--- src/sv/fhss_pkg.sv ---
// shared types and constants for the hop-slot clock
package fhss_pkg;

   localparam int TIME_W   = 32;
   localparam int SLOT_W   = 32;
   localparam int LEN_W    = 16;
   localparam int AIR_W    = 24;
   localparam int OFFS_W   = 8;
   localparam int CMD_W    = 2;
   localparam int STEP_W   = 5;

   localparam logic [CMD_W-1:0] CMD_QUERY     = 2'd0;
   localparam logic [CMD_W-1:0] CMD_ANCHOR    = 2'd1;
   localparam logic [CMD_W-1:0] CMD_ANCHOR_RX = 2'd2;
   localparam logic [CMD_W-1:0] CMD_CLEAR     = 2'd3;

   localparam logic [LEN_W-1:0] SLOT_LEN_RESET = 16'd100;

   // microseconds to milliseconds, rounded half-up, by reciprocal multiply:
   // q = (x * ceil(2^35 / 1000)) >> 35 is exact for x < 2^25
   localparam int                US_SUM_W    = AIR_W + 1;
   localparam logic [US_SUM_W-1:0] US_HALF   = 25'd500;
   localparam int                RCP_W       = 26;
   localparam logic [RCP_W-1:0]  US_RCP      = 26'd34359739;
   localparam int                RCP_SHIFT   = 35;
   localparam int                PROD_W      = US_SUM_W + RCP_W;
   localparam int                AIR_MS_W    = 15;

   typedef enum logic [2:0] {
      ST_IDLE,
      ST_MUL,
      ST_UPD,
      ST_DIV,
      ST_FIN
   } fhss_state_type;

   typedef struct packed {
      logic latch;
      logic mul;
      logic update;
      logic div_step;
      logic finish;
   } fhss_ctl_type;

   typedef struct packed {
      logic rsp_full;
   } fhss_sts_type;

endpackage

--- src/sv/fhss_ctrl.sv ---
// sequencer for the hop-slot clock: item intake, divide steps and result hand-off
module fhss_ctrl (
   input  logic                clock,
   input  logic                reset,
   input  logic                req_valid,
   output logic                req_ready,
   input  fhss_pkg::fhss_sts_type sts,
   output fhss_pkg::fhss_ctl_type ctl
);
   import fhss_pkg::*;

   fhss_state_type     state_ff, state_in;
   logic [STEP_W-1:0]  step_ff, step_in;

   always_ff @(posedge clock) begin
      if (reset) begin
         state_ff <= ST_IDLE;
         step_ff  <= '0;
      end else begin
         state_ff <= state_in;
         step_ff  <= step_in;
      end
   end

   always_comb begin
      state_in  = state_ff;
      step_in   = step_ff;
      ctl       = '0;
      req_ready = 1'b0;
      case (state_ff)
         ST_IDLE: begin
            req_ready = 1'b1;
            if (req_valid) begin
               ctl.latch = 1'b1;
               state_in  = ST_MUL;
            end
         end
         ST_MUL: begin
            ctl.mul  = 1'b1;
            state_in = ST_UPD;
         end
         ST_UPD: begin
            ctl.update = 1'b1;
            step_in    = '0;
            state_in   = ST_DIV;
         end
         ST_DIV: begin
            ctl.div_step = 1'b1;
            step_in      = step_ff + 1'b1;
            if (step_ff == '1) begin
               state_in = ST_FIN;
            end
         end
         ST_FIN: begin
            // wait until the output register is free
            if (!sts.rsp_full) begin
               ctl.finish = 1'b1;
               state_in   = ST_IDLE;
            end
         end
         default: begin
            state_in = ST_IDLE;
         end
      endcase
   end

   a_latch_then_mul: assert property (@(posedge clock) disable iff (reset)
      ctl.latch |=> ctl.mul)
      else $error("multiply did not follow item intake");

   a_div_len: assert property (@(posedge clock) disable iff (reset)
      (ctl.div_step && step_ff == '1) |=> (state_ff == ST_FIN))
      else $error("divide did not end after last step");

   a_finish_free: assert property (@(posedge clock) disable iff (reset)
      ctl.finish |-> !sts.rsp_full)
      else $error("result written while output register held");

   a_update_then_div: assert property (@(posedge clock) disable iff (reset)
      ctl.update |=> (ctl.div_step && step_ff == '0))
      else $error("divide did not start at step zero");

endmodule

--- src/sv/fhss_dp.sv ---
// anchor state, airtime conversion, restoring divider and output register
module fhss_dp (
   input  logic                          clock,
   input  logic                          reset,
   input  logic [fhss_pkg::CMD_W-1:0]    req_cmd,
   input  logic [fhss_pkg::TIME_W-1:0]   req_time_ms,
   input  logic [fhss_pkg::SLOT_W-1:0]   req_new_slot,
   input  logic [fhss_pkg::AIR_W-1:0]    req_airtime_us,
   input  logic [fhss_pkg::OFFS_W-1:0]   req_slot_offset_ms,
   input  logic                          csr_valid,
   input  logic [fhss_pkg::LEN_W-1:0]    csr_slot_length_ms,
   input  fhss_pkg::fhss_ctl_type        ctl,
   output fhss_pkg::fhss_sts_type        sts,
   output logic                          rsp_valid,
   input  logic                          rsp_ready,
   output logic                          rsp_anchored,
   output logic [fhss_pkg::SLOT_W-1:0]   rsp_current_slot,
   output logic [fhss_pkg::LEN_W-1:0]    rsp_ms_into_slot,
   output logic [fhss_pkg::TIME_W-1:0]   rsp_anchor_age_ms
);
   import fhss_pkg::*;

   logic [LEN_W-1:0]    slot_len_ff;
   logic [TIME_W-1:0]   anchor_time_ff, anchor_time_in;
   logic [SLOT_W-1:0]   anchor_slot_ff, anchor_slot_in;
   logic                anchored_ff, anchored_in;

   logic [CMD_W-1:0]    cmd_ff;
   logic [TIME_W-1:0]   time_ff;
   logic [SLOT_W-1:0]   slot_ff;
   logic [AIR_W-1:0]    air_ff;
   logic [OFFS_W-1:0]   offs_ff;
   logic [AIR_MS_W-1:0] air_ms_ff;

   logic [TIME_W-1:0]   elapsed_ff;
   logic [TIME_W-1:0]   quo_ff;
   logic [LEN_W-1:0]    rem_ff;
   logic [LEN_W-1:0]    div_len_ff;

   logic                rsp_valid_ff;
   logic                rsp_anchored_ff;
   logic [SLOT_W-1:0]   rsp_current_slot_ff;
   logic [LEN_W-1:0]    rsp_ms_into_slot_ff;
   logic [TIME_W-1:0]   rsp_anchor_age_ms_ff;

   logic [US_SUM_W-1:0] air_sum;
   logic [PROD_W-1:0]   air_prod;
   logic [TIME_W-1:0]   rx_time;
   logic [TIME_W-1:0]   elapsed_in;
   logic [LEN_W-1:0]    eff_len;
   logic [LEN_W:0]      rem_sh;
   logic                rem_ge;
   logic [LEN_W:0]      rem_sub;

   assign air_sum  = US_SUM_W'(air_ff) + US_HALF;
   assign air_prod = PROD_W'(air_sum) * PROD_W'(US_RCP);
   assign rx_time  = time_ff - TIME_W'(air_ms_ff) - TIME_W'(offs_ff);
   assign eff_len  = (slot_len_ff == '0) ? LEN_W'(1) : slot_len_ff;

   always_comb begin
      anchor_time_in = anchor_time_ff;
      anchor_slot_in = anchor_slot_ff;
      anchored_in    = anchored_ff;
      case (cmd_ff)
         CMD_ANCHOR: begin
            anchor_time_in = time_ff;
            anchor_slot_in = slot_ff;
            anchored_in    = 1'b1;
         end
         CMD_ANCHOR_RX: begin
            anchor_time_in = rx_time;
            anchor_slot_in = slot_ff;
            anchored_in    = 1'b1;
         end
         CMD_CLEAR: begin
            anchor_time_in = '0;
            anchor_slot_in = '0;
            anchored_in    = 1'b0;
         end
         default: begin
            anchored_in = anchored_ff;
         end
      endcase
   end

   assign elapsed_in = time_ff - anchor_time_in;

   // one restoring step: remainder stays below the divisor
   assign rem_sh  = {rem_ff, quo_ff[TIME_W-1]};
   assign rem_ge  = rem_sh >= {1'b0, div_len_ff};
   assign rem_sub = rem_sh - {1'b0, div_len_ff};

   always_ff @(posedge clock) begin
      if (reset) begin
         slot_len_ff    <= SLOT_LEN_RESET;
         anchor_time_ff <= '0;
         anchor_slot_ff <= '0;
         anchored_ff    <= 1'b0;
         rsp_valid_ff   <= 1'b0;
      end else begin
         if (csr_valid) begin
            slot_len_ff <= csr_slot_length_ms;
         end
         if (ctl.update) begin
            anchor_time_ff <= anchor_time_in;
            anchor_slot_ff <= anchor_slot_in;
            anchored_ff    <= anchored_in;
         end
         if (ctl.finish) begin
            rsp_valid_ff <= 1'b1;
         end else if (rsp_ready) begin
            rsp_valid_ff <= 1'b0;
         end
      end
   end

   always_ff @(posedge clock) begin
      if (ctl.latch) begin
         cmd_ff  <= req_cmd;
         time_ff <= req_time_ms;
         slot_ff <= req_new_slot;
         air_ff  <= req_airtime_us;
         offs_ff <= req_slot_offset_ms;
      end
      if (ctl.mul) begin
         air_ms_ff <= air_prod[RCP_SHIFT +: AIR_MS_W];
      end
      if (ctl.update) begin
         elapsed_ff <= elapsed_in;
         quo_ff     <= elapsed_in;
         rem_ff     <= '0;
         div_len_ff <= eff_len;
      end else if (ctl.div_step) begin
         quo_ff <= {quo_ff[TIME_W-2:0], rem_ge};
         rem_ff <= rem_ge ? rem_sub[LEN_W-1:0] : rem_sh[LEN_W-1:0];
      end
      if (ctl.finish) begin
         rsp_anchored_ff      <= anchored_ff;
         rsp_current_slot_ff  <= anchor_slot_ff + quo_ff;
         rsp_ms_into_slot_ff  <= rem_ff;
         rsp_anchor_age_ms_ff <= elapsed_ff;
      end
   end

   assign sts.rsp_full      = rsp_valid_ff && !rsp_ready;
   assign rsp_valid         = rsp_valid_ff;
   assign rsp_anchored      = rsp_anchored_ff;
   assign rsp_current_slot  = rsp_current_slot_ff;
   assign rsp_ms_into_slot  = rsp_ms_into_slot_ff;
   assign rsp_anchor_age_ms = rsp_anchor_age_ms_ff;

endmodule

--- src/sv/fhss_slot_clock_core.sv ---
// top level of the hop-slot clock: sequencer plus datapath
// Each item (query, anchor, anchor from received frame, clear) returns one
// result after it is accepted, in these steps: the airtime reciprocal
// multiply, the anchor update, the bit-serial restoring divide by the slot
// length, and the load of the output register, which waits while that
// register is still full. The next item can be accepted in the cycle after
// the load. One item is worked on at a time; a new item may be accepted
// while the previous result still waits in the output register. A slot
// length of zero acts as one. The slot length register may be written only
// while idle.
module fhss_slot_clock_core (
   input  logic                          clock,
   input  logic                          reset,
   input  logic                          req_valid,
   output logic                          req_ready,
   input  logic [fhss_pkg::CMD_W-1:0]    req_cmd,
   input  logic [fhss_pkg::TIME_W-1:0]   req_time_ms,
   input  logic [fhss_pkg::SLOT_W-1:0]   req_new_slot,
   input  logic [fhss_pkg::AIR_W-1:0]    req_airtime_us,
   input  logic [fhss_pkg::OFFS_W-1:0]   req_slot_offset_ms,
   output logic                          rsp_valid,
   input  logic                          rsp_ready,
   output logic                          rsp_anchored,
   output logic [fhss_pkg::SLOT_W-1:0]   rsp_current_slot,
   output logic [fhss_pkg::LEN_W-1:0]    rsp_ms_into_slot,
   output logic [fhss_pkg::TIME_W-1:0]   rsp_anchor_age_ms,
   input  logic                          csr_valid,
   output logic                          csr_ready,
   input  logic [fhss_pkg::LEN_W-1:0]    csr_slot_length_ms
);
   import fhss_pkg::*;

   fhss_ctl_type ctl;
   fhss_sts_type sts;

   assign csr_ready = 1'b1;

   fhss_ctrl u_ctrl (
      .clock     (clock),
      .reset     (reset),
      .req_valid (req_valid),
      .req_ready (req_ready),
      .sts       (sts),
      .ctl       (ctl)
   );

   fhss_dp u_dp (
      .clock              (clock),
      .reset              (reset),
      .req_cmd            (req_cmd),
      .req_time_ms        (req_time_ms),
      .req_new_slot       (req_new_slot),
      .req_airtime_us     (req_airtime_us),
      .req_slot_offset_ms (req_slot_offset_ms),
      .csr_valid          (csr_valid),
      .csr_slot_length_ms (csr_slot_length_ms),
      .ctl                (ctl),
      .sts                (sts),
      .rsp_valid          (rsp_valid),
      .rsp_ready          (rsp_ready),
      .rsp_anchored       (rsp_anchored),
      .rsp_current_slot   (rsp_current_slot),
      .rsp_ms_into_slot   (rsp_ms_into_slot),
      .rsp_anchor_age_ms  (rsp_anchor_age_ms)
   );

endmodule

--- config.mk ---
export PLATFORM = sky130hd
export DESIGN_NAME = fhss_slot_clock_core
export DESIGN_NICKNAME = d
export VERILOG_FILES = /design/src/sv/fhss_pkg.sv /design/src/sv/fhss_ctrl.sv /design/src/sv/fhss_dp.sv /design/src/sv/fhss_slot_clock_core.sv
export SDC_FILE = /design/constraint.sdc
export NUM_CORES = 1
export LEC_CHECK = 0
export ABC_AREA = 1
export BUFFER_PORTS_ARGS = -buffer_cell sky130_fd_sc_hd__buf_4
export CORE_MARGIN = 10
export CORE_UTILIZATION = 54
export CTS_CLUSTER_DIAMETER = 200
export DETAILED_ROUTE_END_ITERATION = 10
export PLACE_DENSITY_LB_ADDON = 0.08
export SYNTH_ARGS = -nofsm -noshare
export SYNTH_HDL_FRONTEND = slang
export SYNTH_HIERARCHICAL = 1
export SYNTH_SLANG_ARGS = --single-unit
--- constraint.sdc ---
create_clock -name clock -period 10.1 [get_ports clock]
set_input_delay 1.01 -clock clock [delete_from_list [all_inputs] [get_ports clock]]
set_output_delay 1.01 -clock clock [all_outputs]
set_load 0.02 [all_outputs]
==> impl_metrics.csv <==
group,metric,value,unit
status,outcome,"finished clean",
synth,yosys.area_share.simple,14.2,%
synth,yosysWarningCount,6,
sta,worstMarginPinSlew,1160,ps
clock_network,cts.sinks,380,
clock_network,postCtsSetupRepairBufs,0,
floorplanning,row_count,86,
clock_network,cts_buffers,42,
floorplanning,die_area,65500,um^2
synth,netlist.area_leader.share,27.4,%
synth,synth_compound_area_share,9.63,%
synth,synth_top_family_by_area,"adder cells",
clock_network,hold_buffers,0,
placed_design,dpl.hpwl,67.1,mm
clock_network,clkTransAtPathRegs,60,ps
sta,hold_slack,416,ps
synth,mappedNetlistArea,30000,um^2
clock_network,clkLatencyLatePin,580,ps
synth,synth_area_leaders,"edfxtp_1, ha_1, fa_1, inv_1, dfxtp_1",
sta,timing.final.crit_share,80.1,%
floorplanning,dieHeight,256,um
sta,setup_violations,0,
floorplanning,start_util,54.5,%
placed_design,port_buffers,201,
routing,vias,22800,
clock_network,cts_root_buf,"clkbuf_16",
sta,relSlewSlack,22.4,%
placed_design,globalplace.congestion,0.953,
layout,layout-drive-gt1-share,9.68,%
floorplanning,pin_count,203,
routing,drtIter0Drc,1286,
clock_network,cts_buffer_depth,3,
worst_setup_path,arrival,8410,ps
routing,vias_per_cell,5.32,
sta,clock.fmax,124,MHz
synth,synth_edf_count,274,
sta,setup_tns,0,ps
worst_setup_path,cpMostUsedCell,"fa_1",
clock_network,htreeDepth,2,
sta,timing.final.crit_period,8090,ps
flow_run,drv_cap,0,
synth,yosysUniqueCellTypes,65,
sta,hold_violations,0,
synth,synth_top_flop_cell,"edfxtp_1",
synth,yosys.area.top_type,"edfxtp_1",
global_route,grt_max_degree,57,
layout,area_growth,12.5,%
routing,drtPass1Iterations,7,
floorplanning,die_w,256,um
synth,synth_mux_area_share,0,%
routing,ant_nets,0,
sta,slew_violations,0,
global_route,grtUsageTotal,24.6,%
routing,routed_wl,81.6,mm
layout,fin_nets,4202,
worst_setup_path,crit_path_max_fanout,8,
worst_setup_path,critical_path_class,"reg2reg",
sta,rsz0062_at_grt,"false",
global_route,overflow,0,
synth,syn_nets,4006,
global_route,grt_pass1_vias,23400,
layout,antenna_cells,0,
synth,netlist_instances,3316,
clock_network,cts.repair.resized,0,
worst_setup_path,slowest_stage,"xor2_1",
worst_setup_path,cp.required,10410,ps
worst_setup_path,startpoint_type,"flip-flop",
synth,synth_seq_cells,380,
sta,fin_skew,32.2,ps
worst_setup_path,crit_path_end_kind,"flip-flop",
routing,post-route-drc-count,0,
routing,routedWlPerCell,19.0,um
clock_network,cts_tree,"built",
floorplanning,core,55100,um^2
global_route,grt_pass1_wl,128,mm
synth,synthXorXnorAreaFrac,3.11,%
worst_setup_path,slowest_delay,840,ps
hold_path,worstHoldPathType,"reg2reg",
synth,syn_avg_cell_area,9.06,um^2
global_route,antenna_found_initial,0,
synth,synthAdderAreaFrac,29.1,%
synth,async_flop_share,0,%
synth,ys_seq_area_share,34.4,%
[kinds of logic after synthesis]
| kind of cell | Yosys count |
|---|---|
| simple gates | 999 |
| buf+inv | 749 |
| fa+ha+maj | 571 |
| compound gates | 513 |
| flops | 380 |
| xor+xnor | 103 |
| other cells | 1 |
[layout by cell type, fill, tap and decap left out, drive strengths merged, types with 2 or more instances in the layout]
| master | instances |
|---|---|
| edfxtp | 274 |
| a211oi | 4 |
| o21a | 4 |
| and2 | 4 |
| inv | 683 |
| o211ai | 17 |
| o22ai | 3 |
| bufinv | 7 |
| fa | 215 |
| nand4 | 18 |
| xor2 | 72 |
| nand3 | 132 |
| nor2 | 214 |
| o21bai | 13 |
| a31oi | 21 |
| a32o | 2 |
| nor4 | 21 |
| xnor2 | 31 |
| clkinv | 15 |
| and3 | 3 |
| o221ai | 5 |
| a21boi | 8 |
| a21o | 28 |
| a221oi | 3 |
| nand3b | 4 |
| ha | 356 |
| clkbuf | 51 |
| or2 | 7 |
| o21ai | 188 |
| a21oi | 214 |
| nand2 | 563 |
| nor3 | 31 |
| buf | 218 |
| dfxtp | 106 |
[flip-flops by register name, summed over array words and instances, names as in the netlist, 15 cells and up]
signal	count
u_dp/anchor_time_ff	32
u_dp/rsp_ms_into_slot	16
u_dp/slot_ff	32
u_dp/slot_len_ff	16
u_dp/div_len_ff	16
u_dp/rsp_current_slot	32
u_dp/air_ms_ff	15
u_dp/rem_ff	16
u_dp/anchor_slot_ff	32
u_dp/elapsed_ff	32
u_dp/rsp_anchor_age_ms	32
u_dp/air_ff	24
u_dp/quo_ff	32
u_dp/time_ff	32
[critical path, delay by kind of cell (launching register included)]
kind | cells | cell delay, ps
AOI/OAI and AO/OA | 1 | 220
and+or+nand+nor | 13 | 1800
adders and majority gates | 9 | 4090
xor gates and xnor gates | 1 | 840
buffers and inverters | 7 | 390
DFF | 1 | 490
[path summary, 6_finish.rpt]
path	start	to	slack, ps	cells past startpoint
setup / recovery	u_dp/air_ff[2]	u_dp/air_ms_ff[14]	2010	31
hold / removal	u_dp/elapsed_ff[21]	u_dp/rsp_anchor_age_ms[21]	420	0
setup reg to reg	u_dp/air_ff[2]	u_dp/air_ms_ff[14]	2010	31
hold reg to reg	u_dp/elapsed_ff[21]	u_dp/rsp_anchor_age_ms[21]	420	0
[through the flow]
stage / instances / area [um^2] / setup slack, ps / util (%)
finish: 4290 / 33800 / 2010 / 61.4
global route: 4290 / 33800 / 1530 / 61.4
CTS: 4290 / 33800 / 1950 / 61.4
detailed placement: 4216 / 32400 / 2000 / 58.7
global placement: 4216 / 32400 / 2050 / 58.7
floorplan: 3316 / 30000 / 609 / -
[Yosys cell counts (all sizes together) (4+ instances only)]
library cell and count:
inv 683, nand2 563, ha 356, edfxtp 274, fa 215, a21oi 214, nor2 214, o21ai 188
nand3 132, dfxtp 106, xor2 72, clkbuf 52, nor3 31, xnor2 31, a21o 28, a31oi 21
nor4 21, nand4 18, o211ai 17, buf 14, o21bai 13, a21boi 8, or2 7, o221ai 5
a211oi 4, and2 4, nand3b 4, o21a 4
[layer usage]
| metal | global-route usage (%) | routed length [um] | vias up |
|---|---|---|---|
| met3 | 2.58 | 3000 | 142 |
| met1 | 28.8 | 32800 | 11000 |
| met5 | 0 | 0 | - |
| met4 | 7.98 | 2570 | 0 |
| met2 | 46.2 | 43200 | 551 |
| li1 | - | - | 11100 |
[area by class of cell]
cell class              count  area (um^2)
inverters                 683         2560
multi-input cells        2187        16900
well taps                 748          936
flip-flops and latches    380        10300
clock buffers              51         1120
fillers                  4826        21300
clock inverters            23          318
repair buffers            218         1640
Power is not shown: default switching activity piles up to over one toggle a cycle in this logic, so the estimate is an artifact.
